`src/sv/sle_pkg.sv`:
```
`timescale 1ns / 1ps
// ----------------------------------------------------------------------------
// Serial line editor package
// Character codes and the result type shared by the editor modules.
// ----------------------------------------------------------------------------
package sle_pkg;

  localparam logic [7:0] CH_CR    = 8'h0D;
  localparam logic [7:0] CH_LF    = 8'h0A;
  localparam logic [7:0] CH_BELL  = 8'h07;
  localparam logic [7:0] CH_TAB   = 8'h09;
  localparam logic [7:0] CH_SPACE = 8'h20;
  localparam logic [7:0] CH_BS    = 8'h08;
  localparam logic [7:0] CH_DEL   = 8'h7F;
  localparam logic [7:0] CH_TILDE = 8'h7E;

  localparam int CAP_W = 10;
  localparam logic [CAP_W-1:0] CAP_RESET = 10'd512;

  typedef struct packed {
    logic [7:0] echo_byte;
    logic       store_valid;
    logic [7:0] store_byte;
    logic       line_done;
    logic       last;
  } result_t;

endpackage

```
`src/sv/serial_line_editor_core.sv`:
```
`timescale 1ns / 1ps
// ----------------------------------------------------------------------------
// Serial line editor core
// Canonical terminal line editing: echo, erase, line end and buffer writes.
// A byte is held in the input register; its result words are registered at
// the output, one result word per cycle while out_ready is high. A byte leaves
// the input register with its last result (one to three), or with none.
// Reset clears the write position and sets the line capacity to 512.
// ----------------------------------------------------------------------------
module serial_line_editor_core #(
  parameter int LINE_DEPTH = 512
) (
  input  logic                          clk,
  input  logic                          rst,
  input  logic                          line_capacity_we,
  input  logic [sle_pkg::CAP_W-1:0]     line_capacity,
  input  logic                          rx_valid,
  output logic                          rx_ready,
  input  logic [7:0]                    rx_byte,
  output logic                          out_valid,
  input  logic                          out_ready,
  output logic [7:0]                    echo_byte,
  output logic                          store_valid,
  output logic [$clog2(LINE_DEPTH)-1:0] store_addr,
  output logic [7:0]                    store_byte,
  output logic                          line_done,
  output logic                          last
);

  localparam int PW = $clog2(LINE_DEPTH);

  logic [sle_pkg::CAP_W-1:0] capacity;
  logic [PW-1:0]             write_position;
  logic                      item_valid;
  logic [7:0]                item_byte;
  logic [1:0]                step;

  sle_pkg::result_t dec_result;
  logic [PW-1:0]    dec_addr;
  logic [1:0]       dec_count;
  logic [PW-1:0]    dec_pos_next;

  logic out_free;
  logic step_fire;
  logic step_last;

  sle_decode #(
    .LINE_DEPTH(LINE_DEPTH)
  ) u_decode (
    .rx_byte    (item_byte),
    .pos        (write_position),
    .capacity   (capacity),
    .step       (step),
    .result     (dec_result),
    .result_addr(dec_addr),
    .count      (dec_count),
    .pos_next   (dec_pos_next)
  );

  assign out_free  = !out_valid || out_ready;
  assign step_last = (dec_count == 2'd0) || dec_result.last;
  assign step_fire = item_valid && ((dec_count == 2'd0) || out_free);
  assign rx_ready  = !item_valid || (step_fire && step_last);

  always_ff @(posedge clk) begin
    if (rst) begin
      capacity       <= sle_pkg::CAP_RESET;
      write_position <= '0;
      item_valid     <= 1'b0;
      step           <= 2'd0;
      out_valid      <= 1'b0;
    end else begin
      if (line_capacity_we) begin
        capacity <= line_capacity;
      end

      if (step_fire) begin
        if (step_last) begin
          write_position <= dec_pos_next;
          step           <= 2'd0;
        end else begin
          step <= step + 2'd1;
        end
      end

      if (rx_valid && rx_ready) begin
        item_valid <= 1'b1;
        item_byte  <= rx_byte;
      end else if (step_fire && step_last) begin
        item_valid <= 1'b0;
      end

      if (step_fire && (dec_count != 2'd0)) begin
        out_valid   <= 1'b1;
        echo_byte   <= dec_result.echo_byte;
        store_valid <= dec_result.store_valid;
        store_addr  <= dec_addr;
        store_byte  <= dec_result.store_byte;
        line_done   <= dec_result.line_done;
        last        <= dec_result.last;
      end else if (out_ready) begin
        out_valid <= 1'b0;
      end
    end
  end

  a_pos_range : assert property (@(posedge clk) disable iff (rst)
    write_position <= PW'(LINE_DEPTH - 2))
    else $error("write position beyond buffer");

  a_step_range : assert property (@(posedge clk) disable iff (rst)
    item_valid |-> (step != 2'd3))
    else $error("step index out of range");

  a_done_is_lf : assert property (@(posedge clk) disable iff (rst)
    (out_valid && line_done) |-> (store_valid && last &&
      (echo_byte == sle_pkg::CH_LF) && (store_byte == sle_pkg::CH_LF)))
    else $error("line end word malformed");

  a_inner_store_cr : assert property (@(posedge clk) disable iff (rst)
    (out_valid && !last && store_valid) |-> (store_byte == sle_pkg::CH_CR))
    else $error("unexpected store before last word");

endmodule

```
`src/sv/sle_decode.sv`:
```
`timescale 1ns / 1ps
// ----------------------------------------------------------------------------
// Serial line editor word decoder
// Classifies one received byte and forms the result selected by the step
// index, together with its buffer address, the result count and the next write
// position.
module sle_decode #(
  parameter int LINE_DEPTH = 512
) (
  input  logic [7:0]                    rx_byte,
  input  logic [$clog2(LINE_DEPTH)-1:0] pos,
  input  logic [sle_pkg::CAP_W-1:0]     capacity,
  input  logic [1:0]                    step,
  output sle_pkg::result_t              result,
  output logic [$clog2(LINE_DEPTH)-1:0] result_addr,
  output logic [1:0]                    count,
  output logic [$clog2(LINE_DEPTH)-1:0] pos_next
);

  localparam int PW = $clog2(LINE_DEPTH);
  localparam int BW = ((PW + 1) > sle_pkg::CAP_W) ? (PW + 1) : sle_pkg::CAP_W;
  localparam int CW = BW + 1;

  logic [7:0]    ch;
  logic          is_erase;
  logic          is_cr;
  logic          is_lf;
  logic          is_print;
  logic [CW-1:0] cap_eff;
  logic          fits;
  logic [PW:0]   pos_inc;
  logic [PW-1:0] addr_inc;

  always_comb begin
    ch       = (rx_byte == sle_pkg::CH_TAB) ? sle_pkg::CH_SPACE : rx_byte;
    is_erase = (ch == sle_pkg::CH_BS) || (ch == sle_pkg::CH_DEL);
    is_cr    = (ch == sle_pkg::CH_CR);
    is_lf    = (ch == sle_pkg::CH_LF);
    is_print = (ch >= sle_pkg::CH_SPACE) && (ch <= sle_pkg::CH_TILDE);

    cap_eff = CW'(capacity);
    if (cap_eff > CW'(LINE_DEPTH)) begin
      cap_eff = CW'(LINE_DEPTH);
    end
    fits = (CW'(pos) + CW'(2)) < cap_eff;

    pos_inc  = {1'b0, pos} + (PW + 1)'(1);
    addr_inc = (pos_inc > (PW + 1)'(LINE_DEPTH - 1)) ? PW'(LINE_DEPTH - 1)
                                                     : pos_inc[PW-1:0];
  end

  always_comb begin
    result      = '0;
    result_addr = '0;
    count       = 2'd0;
    pos_next    = pos;
    priority if (is_erase) begin
      if (pos != '0) begin
        count    = 2'd3;
        pos_next = pos - PW'(1);
      end
      result.echo_byte = (step == 2'd1) ? sle_pkg::CH_SPACE : sle_pkg::CH_BS;
    end else if (is_cr) begin
      count             = 2'd2;
      pos_next          = '0;
      result.store_valid = 1'b1;
      if (step == 2'd0) begin
        result.echo_byte  = sle_pkg::CH_CR;
        result.store_byte = sle_pkg::CH_CR;
        result_addr       = pos;
      end else begin
        result.echo_byte  = sle_pkg::CH_LF;
        result.store_byte = sle_pkg::CH_LF;
        result.line_done  = 1'b1;
        result_addr       = addr_inc;
      end
    end else if (is_lf) begin
      count              = 2'd1;
      pos_next           = '0;
      result.echo_byte   = sle_pkg::CH_LF;
      result.store_valid = 1'b1;
      result.store_byte  = sle_pkg::CH_LF;
      result.line_done   = 1'b1;
      result_addr        = pos;
    end else if (is_print) begin
      count = 2'd1;
      if (fits) begin
        pos_next           = pos_inc[PW-1:0];
        result.echo_byte   = ch;
        result.store_valid = 1'b1;
        result.store_byte  = ch;
        result_addr        = pos;
      end else begin
        result.echo_byte = sle_pkg::CH_BELL;
      end
    end else begin
      count = 2'd0;
    end
    result.last = (count == 2'd0) || (step == (count - 2'd1));
  end

endmodule
```
`config.mk`:
```
export PLATFORM = sky130hd
export DESIGN_NAME = serial_line_editor_core
export DESIGN_NICKNAME = d
export VERILOG_FILES = /design/src/sv/sle_pkg.sv /design/src/sv/serial_line_editor_core.sv /design/src/sv/sle_decode.sv
export SDC_FILE = /design/constraint.sdc
export NUM_CORES = 1
export LEC_CHECK = 0
export ABC_AREA = 1
export BUFFER_PORTS_ARGS = -buffer_cell sky130_fd_sc_hd__buf_2
export CAP_MARGIN = 10
export CORE_MARGIN = 2
export CORE_UTILIZATION = 50
export DETAILED_ROUTE_END_ITERATION = 7
export MAX_ROUTING_LAYER = met4
export PLACE_DENSITY = 0.74
export SLEW_MARGIN = 20
export SYNTH_ARGS = -nofsm -noshare
export SYNTH_HDL_FRONTEND = slang
export SYNTH_HIERARCHICAL = 1
export SYNTH_SLANG_ARGS = --single-unit
```
`constraint.sdc`:
```
create_clock -name clk -period 3.75 [get_ports clk]
set_clock_uncertainty 0.05 [all_clocks]
set_input_delay 0.1875 -clock clk [delete_from_list [all_inputs] [get_ports clk]]
set_output_delay 0.1875 -clock clk [all_outputs]
set_load 0.03 [all_outputs]
```
==> reports/qor.yml, run 1 <==
required_ns: 3.51
rsz0062_at_grt: "false"
ys_seq_elements: 59
dr.pass1.iters: 5
max_slew_margin_pct: 59.4
dp_cells: 656
finalSetupTns_ns: 0
final_cell_mix: "115 x nand2_1, 72 x inv_1, 58 x nor2_1, 52 x buf_2, 45 x nand3_1"
cp.arrival_ns: 3.21
hold_violations: 0
finalPower_mw: 1.82
timing.hold.ws_ns: 0.0205
grt_pass1_wl_um: 14200
synthFlopType: "edfxtp_1"
area_delta_synth_final_pct: 15.7
cts_buffers: 9
die_h_um: 92.6
powerDensity_mw_per_mm2: 400
cts_setup_buffers: 0
die-area_mm2: 0.00858
antenna_found_initial: 0
yosysWarnings: 6
grt_max_degree: 29
power_leakage_nw: 2.20
ys_seq_area_share_pct: 39.3
cts_tree: "built"
synth_edf_count: 36
final_cells: 681
yosysTopAreaCell: "edfxtp_1"
htreeDepth: 3
status: "finished clean"
port_buffers: 52
grt_pass1_vias: 3057
layout_commonest_cell: "nand2_1"
path_clk_slew_ns: 0.07
cap_violations: 0
clk_path_buf_depth: 2
synth_area_leaders: "edfxtp_1 28%, dfxtp_1 12%, nand2_1 11%"
avgSynthCellArea_um2: 7.65
ant_nets: 0
die_w_um: 92.6
tightest_slew_ns: 0.608
gp_congestion: 0.988
routedWlPerCell_um: 12.4
totalWireLength_um: 8460
core_mm2: 0.00765
crit_path_end_kind: "primary output"
synth_top_area_share_pct: 27.5
setup_slack_ns: 0.300
holdCritPathClass: "in -> reg"
routed_via_density: 4.96
drive_above_1_share_pct: 20.9
first_iter_violations: 216
critical_path.max_fanout: 11
grt_util_all_layers_pct: 21.8
register_area_mm2: 0.00154
crit_path_start_kind: "flip-flop"
grt-ovfl-total: 0
crit_start: "write_position[0]"
layout.nets: 613
worstSetupPathType: "reg -> out"
finalSetupViolCount: 0
hold_start: "line_capacity[6]"
fin_util_pct: 59.4
place_hpwl_um: 6530
synth_cells: 513
initial_core_util_pct: 51.3
fill_cells: 711
stdcell_area_mm2: 0.00454
vias: 3378
num_rows: 32
syn_area_mm2: 0.00393
slew_viol_final: 0
placedInstanceArea_mm2: 0.00423
rr_startpoint: "write_position[0]"
dp_slack_ns: 0.482
diodes: 0
post-route-period-util_pct: 92.0
final.min_clock_period_ns: 3.45
vdd_ir_drop_max_uv: 262
multi_input_area_mm2: 0.00193
remaining_drc_errors: 0
pin_count: 53
synth_cell_types: 38
clock_latency_ns: 0.34
async_flop_share_pct: 0
cts_root_buffer: "clkbuf_8"
clock_sinks: 59
fmax_ghz: 0.290
==> state kept, by name (all words and copies together) (netlist names), 2 cells and up <==
register / flops
step: 2
item_byte: 8
write_position: 9
capacity: 10
store_byte: 8
store_addr: 9
echo_byte: 8
==> synth_stat cells, types with 6 or more instances <==
cell type	instances
nand2_1	115
inv_1	72
nor2_1	59
nand3_1	45
edfxtp_1	36
dfxtp_1	23
xor2_1	17
ha_1	16
nand4_1	16
o21ai_0	14
a21oi_1	13
nand2_4	11
inv_2	10
nor2_2	10
buf_4	7
nor2_4	6
o21ai_1	6
==> worst paths after layout <==
kind,end,slack [ns],cells after the start
max,rx_ready,0.30,17
min,capacity[6],0.02,3
max reg2reg,item_byte[3],0.47,17
min reg2reg,capacity[9],0.44,2
==> repair_timing <==
| action | 4_1_cts | 5_1_grt |
|---|---|---|
| resized for setup | 0 | 1 |
| hold buffers | 9 | 0 |
| endpoints found under the setup margin | 0 | 1 |
| endpoints found under the hold margin | 10 | 0 |
==> where the power goes <==
part	switching [mW]	total (mW)	internal (mW)
combinational	0.265	0.416	0.151
sequential	0.0383	0.762	0.724
clock	0.244	0.636	0.393
==> logic make-up after synthesis <==
logic type | share of synthesized area (%)
and+or+nand+nor | 33.4
buffers and inverters | 11.8
DFF | 39.3
AOI/OAI and AO/OA | 6.31
xor gates and xnor gates | 4.02
adders and majority gates | 5.10
other | 0.0955
==> layer usage <==
metal / global-route usage (%) / vias to the layer above / wire length [um]
li1: - / 1754 / -
met1: 27.2 / 1490 / 3730
met2: 35.6 / 117 / 4070
met3: 3.25 / 17 / 511
met4: 9.44 / 0 / 148
met5: - / - / 0
==> area by class of cell <==
cell class	count	share of cell area (%)
inverters	84	6.94
clock inverters	4	1.65
repair buffers	69	9.03
clock buffers	12	3.19
multi-input cells	351	42.4
well taps	102	2.81
flip-flops and latches	59	34.0
==> worst max-delay path, cell delays in order (launching register included) <==
cell     delay (ns)
dfxtp_1        0.31
inv_1          0.20
ha_1           0.23
nand3_1        0.15
nor2_2         0.17
nand2_2        0.14
nand2_1        0.16
inv_1          0.06
nor2_1         0.15
ha_1           0.27
xor2_1         0.15
nand3_1        0.09
nand2_1        0.09
inv_1          0.05
o21ai_2        0.19
nand3_4        0.18
nand2_1        0.09
buf_2          0.20
Note: power is estimated with default switching activity, not from simulation.
==> run 2, diff against run 1 <==
CELL_PAD_IN_SITES_DETAIL_PLACEMENT = 0   (was default)
CELL_PAD_IN_SITES_GLOBAL_PLACEMENT = 1   (was default)
CORE_MARGIN = 3   (was 2)
CORE_UTILIZATION = 46   (was 50)
PLACE_DENSITY = default   (was 0.74)
PLACE_DENSITY_LB_ADDON = 0.1   (was default)
clock period = 4.1 ns   (was 3.75 ns; I/O delays follow)
==> run 2 against run 1 <==
- wire length is 10% higher
- via count down 0.12%
- combinational power fell by 7.7%
- count of clock-buffer cells in the layout is 2 higher
- first-iteration DRC count fell by 6.5%
- sequential share of layout area up 0.18 points
- total power fell by 11%
- utilization down 4.7 points
- sequential power decreased by 8.0%
- sequential cell count stayed put
- design area shrank 0.61%
- global-route usage decreased by 0.86 points
- largest power group unchanged
- highest routed layer unchanged
==> reports/qor.yml, run 2 (synthesis gave the netlist of run 1 again) <==
status: "finished clean"
antenna_found_initial: 0  # unchanged
die_w_um: 98.4  # +6.2%
regMostFlops: "capacity"
largest_reg_flops: 10  # unchanged
cpMostUsedCell: "nand2_1"
die_h_um: 98.4  # +6.2%
vias: 3374  # -0.12%
p_sw_mw: 0.505  # -7.8%
critical_path.max_fanout: 11  # unchanged
final_cell_mix: "115 x nand2_1, 72 x inv_1, 58 x nor2_1, 52 x buf_2, 45 x nand3_1"
fill_cells: 817  # +15%
initial_core_util_pct: 47.5  # -3.8 points
reg2reg_slack_ns: 0.58  # +0.11 ns
crit_start: "write_position[1]"
dr.pass1.iters: 4  # -1
cp_slowest_stage_delay_ns: 0.53  # +0.22 ns
seqPwrFrac_pct: 43.3  # +1.3 points
routedWlPerCell_um: 13.7  # +10%
cts_root_buffer: "clkbuf_8"
post-route-period-util_pct: 90.0
clock_sinks: 59  # unchanged
combPwrFrac_pct: 23.7  # +0.8 points
drive_above_1_share_pct: 20.4  # -0.48 points
crit_path_start_kind: "flip-flop"
gp_congestion: 0.997  # +0.95%
required_ns: 3.85  # +0.34 ns
power_leakage_nw: 2.20  # -0.35%
cap_violations: 0  # unchanged
fmax_ghz: 0.271
finalSetupTns_ns: 0  # unchanged
grt-ovfl-total: 0  # unchanged
clkPwrFrac_pct: 33.0  # -2.1 points
grt_util_all_layers_pct: 21.0  # -0.86 points
layout_commonest_cell: "nand2_1"
pin_count: 53  # unchanged
rr_startpoint: "write_position[1]"
reg2reg_to: "item_byte[1]"
powerDensity_mw_per_mm2: 358  # -10%
p_sw_share_pct: 31.2  # +1.0 points
rsz0062_at_grt: "false"
tightest_slew_ns: 0.679  # +0.0708 ns
totalWireLength_um: 9330  # +10%
cts_buffers: 9  # unchanged
routed_via_density: 4.94  # -0.41%
grt_pass1_wl_um: 15900  # +12%
num_rows: 33  # +3.1%
holdCritPathClass: "in -> reg"
grt_pass1_vias: 3252  # +6.4%
clk_path_buf_depth: 2  # unchanged
clock_latency_ns: 0.34  # about the same
hold_violations: 0  # unchanged
die-area_mm2: 0.00968  # +13%
worstSetupPathType: "reg -> out"
diodes: 0  # unchanged
place_hpwl_um: 7100  # +8.7%
htreeDepth: 3  # unchanged
vdd_ir_drop_max_uv: 170  # -35%
first_iter_violations: 202  # -6.5%
area_delta_synth_final_pct: 15.0
ant_nets: 0  # unchanged
worstPathCellList: "inv_1 > ha_1 > nand3_1 > nor2_2 > nand2_2 > nand2_1 > nand2_1 > inv_1 > ha_1 > xor2_1 > nand3_1 > nand2_1 > inv_1 > o21ai_2 > nand3_4 > nand2_1 > buf_2"
top_regs: "capacity x10, store_addr x9, write_position x9"
worstSetupEndpoint: "rx_ready"
cp.arrival_ns: 3.43  # +0.22 ns
worst-r2r-cell-count: 17  # unchanged
remaining_drc_errors: 0  # unchanged
grt_max_degree: 29  # unchanged
timing.hold.ws_ns: 0.0328  # +0.0123 ns
port_buffers: 52  # unchanged
p_int_mw: 1.11  # -12%
core_mm2: 0.00826  # +8.0%
max_slew_margin_pct: 54.7  # -4.7 points
crit_path_end_kind: "primary output"
cts_tree: "built"
finalSetupViolCount: 0  # unchanged
final.min_clock_period_ns: 3.69
layout.nets: 612  # -0.16%
crit_slowest_cell: "dfxtp_1"
slew_viol_final: 0  # unchanged
path_clk_slew_ns: 0.07  # about the same
## run 2: cell types whose count changed in the layout (fill, tap and decap cells not counted)
cell        change
clkinvlp_4      -2
clkinv_2        +1
dfxtp_1         +1
clkbuf_1        +1
bufinv_16       -1
buf_4           -1
clkbuf_8        +1
dfxtp_2         -1
## run 2: critical path: cells and delay by family, from the launching register on
family	cells	cell delay, ns
compound gates	1	0.24
xor+xnor	1	0.14
fa+ha+maj	2	0.54
buf+inv	4	0.54
flops	1	0.53
simple gates	9	1.09
## run 2: worst min-delay path by stage
stage | from | endpoint | slack [ns] | cells after the start
after floorplan | rst | step[1] | 0.22 | 1
after detailed placement | rx_byte[2] | item_byte[2] | 0.33 | 1
after CTS | line_capacity[1] | capacity[1] | 0.01 | 3
after global placement | rx_byte[4] | item_byte[4] | 0.33 | 1
after global routing | line_capacity[1] | capacity[1] | 0.03 | 3
final | line_capacity[1] | capacity[1] | 0.03 | 3
## run 2: power groups by stage
stage / registers [mW] / clock network [mW] / logic, mW
2_1_floorplan: 0.708 / 0 / 0.292
3_3_place_gp: 0.712 / 0 / 0.376
3_5_place_dp: 0.713 / 0 / 0.374
4_1_cts: 0.700 / 0.549 / 0.383
5_1_grt: 0.705 / 0.574 / 0.437
6_report: 0.701 / 0.534 / 0.384
## run 2: what timing repair did
item | in CTS | in global routing
buffers inserted | 0 | 0
gates resized for setup | 0 | 0
hold buffers | 9 | 0
hold endpoints to repair | 10 | 0
## run 2: routing by layer
| metal | track usage (%) | wire [um] | vias up |
|---|---|---|---|
| li1 | - | - | 1751 |
| met1 | 27.6 | 4270 | 1483 |
| met2 | 31.8 | 4100 | 119 |
| met3 | 3.36 | 654 | 21 |
| met4 | 9.56 | 307 | 0 |
| met5 | - | 0 | - |
## run 2: final cells by class
class	count	area [um2]	area share, %
tap	105	131	2.91
timing repair buffer	68	403	8.92
multi-input combinational	351	1930	42.7
clock buffer	14	163	3.60
inverter	84	315	6.98
sequential	59	1540	34.1
clock inverter	2	35.0	0.776
## run 2: metrics by stage
stage	total power, mW	util (%)	worst slack (ns)	std cells	cell area (um2)
2_1_floorplan	1.00	-	0.480	514	3930
3_3_place_gp	1.09	51.2	0.675	658	4230
3_5_place_dp	1.09	51.2	0.611	658	4230
4_1_cts	1.63	54.7	0.406	683	4520
5_1_grt	1.72	54.7	0.140	683	4520
6_report	1.62	54.7	0.412	683	4520
==> run 3, diff against run 2 <==
CORE_UTILIZATION = 39   (was 46)
SKIP_LAST_GASP = 1   (was default)
clock period = 3.1 ns   (was 4.1 ns; I/O delays follow)
==> run 3 against run 2 <==
- global-route usage is 2.6 points lower
- clock power grew 27%
- via count shrank 0.47%
- sequential share of layout area is 2.3 points lower
- total power increased by 34%
- sequential cell count is the same
- non-clock buffer count is 28 higher
- count of clock-buffer cells in the layout down 3
- die area increased by 17%
==> reports/qor.yml, run 3 (synthesis gave the netlist of run 1 again) <==
die_h_um: 106  # +8.1%
rsz0062_at_grt: "false"
clk_path_buf_depth: 2  # unchanged
cts_buffers: 9  # unchanged
clock_latency_ns: 0.33  # about the same
holdCritPathClass: "in -> reg"
totalWireLength_um: 9540  # +2.3%
fmax_ghz: 0.352
grt_pass1_wl_um: 16100  # +1.3%
pin_count: 53  # unchanged
ant_nets: 0  # unchanged
max_slew_margin_pct: 51.0  # -3.6 points
first_iter_violations: 177  # -12%
fill_cells: 943  # +15%
diodes: 0  # unchanged
min_path_cells: 3  # unchanged
reg2reg_slack_ns: 0.28  # -0.30 ns
grt_pass1_vias: 3258  # +0.18%
gp_congestion: 0.873  # -12%
required_ns: 2.89  # -0.96 ns
routedWlPerCell_um: 13.0  # -5.0%
die-area_mm2: 0.0113  # +17%
initial_core_util_pct: 41.3  # -6.2 points
worst-r2r-cell-count: 17  # unchanged
top_regs: "capacity x10, store_addr x9, write_position x9"
cpMostUsedCell: "inv_1"
tightest_slew_ns: 0.733  # +0.0541 ns
final_cell_mix: "112 x nand2_1, 71 x inv_1, 56 x nor2_1, 51 x buf_2, 44 x nand3_1"
final.min_clock_period_ns: 2.84
htreeDepth: 3  # unchanged
worstSetupPathType: "reg -> out"
clock_sinks: 59  # unchanged
drive_above_1_share_pct: 25.2  # +4.8 points
placedInstanceArea_mm2: 0.00441  # +4.2%
routed_via_density: 4.57  # -7.5%
layout_commonest_cell: "nand2_1"
core_mm2: 0.00950  # +15%
crit_path_end_kind: "primary output"
timing.hold.ws_ns: 0.0571  # +0.0242 ns
worstPathCellList: "buf_4 > inv_1 > nand3_1 > nor2_2 > nand2_2 > nand2_1 > inv_1 > nor2_2 > ha_1 > xor2_1 > nand3_1 > nand2_1 > inv_1 > o21ai_2 > nand3_4 > nand2_2 > buf_6"
finalSetupViolCount: 0  # unchanged
vias: 3358  # -0.47%
powerDensity_mw_per_mm2: 445  # +24%
critical_path.max_fanout: 8  # -3
rr_startpoint: "capacity[2]"
area_delta_synth_final_pct: 23.8
crit_slowest_cell: "dfxtp_1"
worstSetupEndpoint: "rx_ready"
num_rows: 35  # +6.1%
cap_violations: 0  # unchanged
finalSetupTns_ns: 0  # unchanged
regMostFlops: "capacity"
crit_start: "write_position[3]"
path_clk_slew_ns: 0.08  # about the same
status: "finished clean"
cts_tree: "built"
hold_violations: 0  # unchanged
place_hpwl_um: 7210  # +1.5%
largest_reg_flops: 10  # unchanged
stdcell_area_mm2: 0.00486  # +7.7%
cp.arrival_ns: 2.63  # -0.80 ns
fin_util_pct: 51.2  # -3.5 points
cts_root_buffer: "clkbuf_8"
cp_slowest_stage_delay_ns: 0.34  # -0.19 ns
antenna_found_initial: 0  # unchanged
power_leakage_nw: 2.34  # +6.5%
grt-ovfl-total: 0  # unchanged
finalPower_mw: 2.16  # +34%
dr.pass1.iters: 5  # +1
vdd_ir_drop_max_uv: 217  # +28%
grt_util_all_layers_pct: 18.4  # -2.6 points
slew_viol_final: 0  # unchanged
reg2reg_to: "write_position[0]"
post-route-period-util_pct: 91.6
grt_max_degree: 29  # unchanged
port_buffers: 52  # unchanged
die_w_um: 106  # +8.1%
layout.nets: 640  # +4.6%
remaining_drc_errors: 0  # unchanged
crit_path_start_kind: "flip-flop"
==> run 3: cell types whose count changed in the layout (fill, tap and decap cells not counted), sizes merged <==
cell | before | now
clkinv | 3 | 6
dlygate4sd3 | 9 | 19
clkinvlp | 0 | 1
buf | 59 | 77
clkbuf | 14 | 11
bufinv | 1 | 0
==> run 3: critical path: cells and delay by family (launching register included) <==
family                     cells  cell delay, ns
AOI/OAI and AO/OA              1            0.08
DFF                            1            0.34
xor gates and xnor gates       1            0.13
and+or+nand+nor                9            0.94
buffers and inverters          5            0.56
adders and majority gates      1            0.25
==> run 3: per-layer routing <==
layer / share of wire [%] / up-vias / GRT usage, % / wire, um
met3: 5.5 / 6 / 2.79 / 526
met5: 0 / - / - / 0
li1: - / 1798 / - / -
met1: 47 / 1472 / 24.8 / 4520
met4: 0.95 / 0 / 6.48 / 91
met2: 46 / 82 / 28.4 / 4400
==> run 3: cell type report <==
class	count	area [um2]	share of cell area, %
sequential	59	1550	31.8
multi-input combinational	351	1980	40.8
tap	129	161	3.32
clock inverter	5	35.0	0.721
inverter	84	315	6.48
clock buffer	11	163	3.35
timing repair buffer	96	657	13.5
==> run 3: metrics by stage <==
stage	instances	worst slack [ns]
global route	735	0.00842
CTS	733	0.0505
detailed placement	698	0.00335
finish	735	0.260
global placement	698	0.0256
floorplan	514	0.0924
==> run 3: worst min path at each step <==
stage / start / end / slack, ns
floorplan: rst / step[1] / 0.17
global placement: rx_byte[0] / item_byte[0] / 0.29
detailed placement: rx_byte[4] / item_byte[4] / 0.28
CTS: rx_valid / item_valid / 0.05
global route: rx_valid / item_valid / 0.05
finish: rx_valid / item_valid / 0.06
==> run 3: what timing repair did <==
item                                    CTS  global route
pin swaps                                 0             2
endpoints found under the setup margin    2            20
gates resized for setup                   1            17
hold buffers                             19             0
setup buffers                             0             2
endpoints found under the hold margin    20             0
==> run 3: where the power goes <==
part           switching (mW)  internal, mW
clock network           0.315         0.360
logic                   0.347         0.225
registers              0.0407         0.876
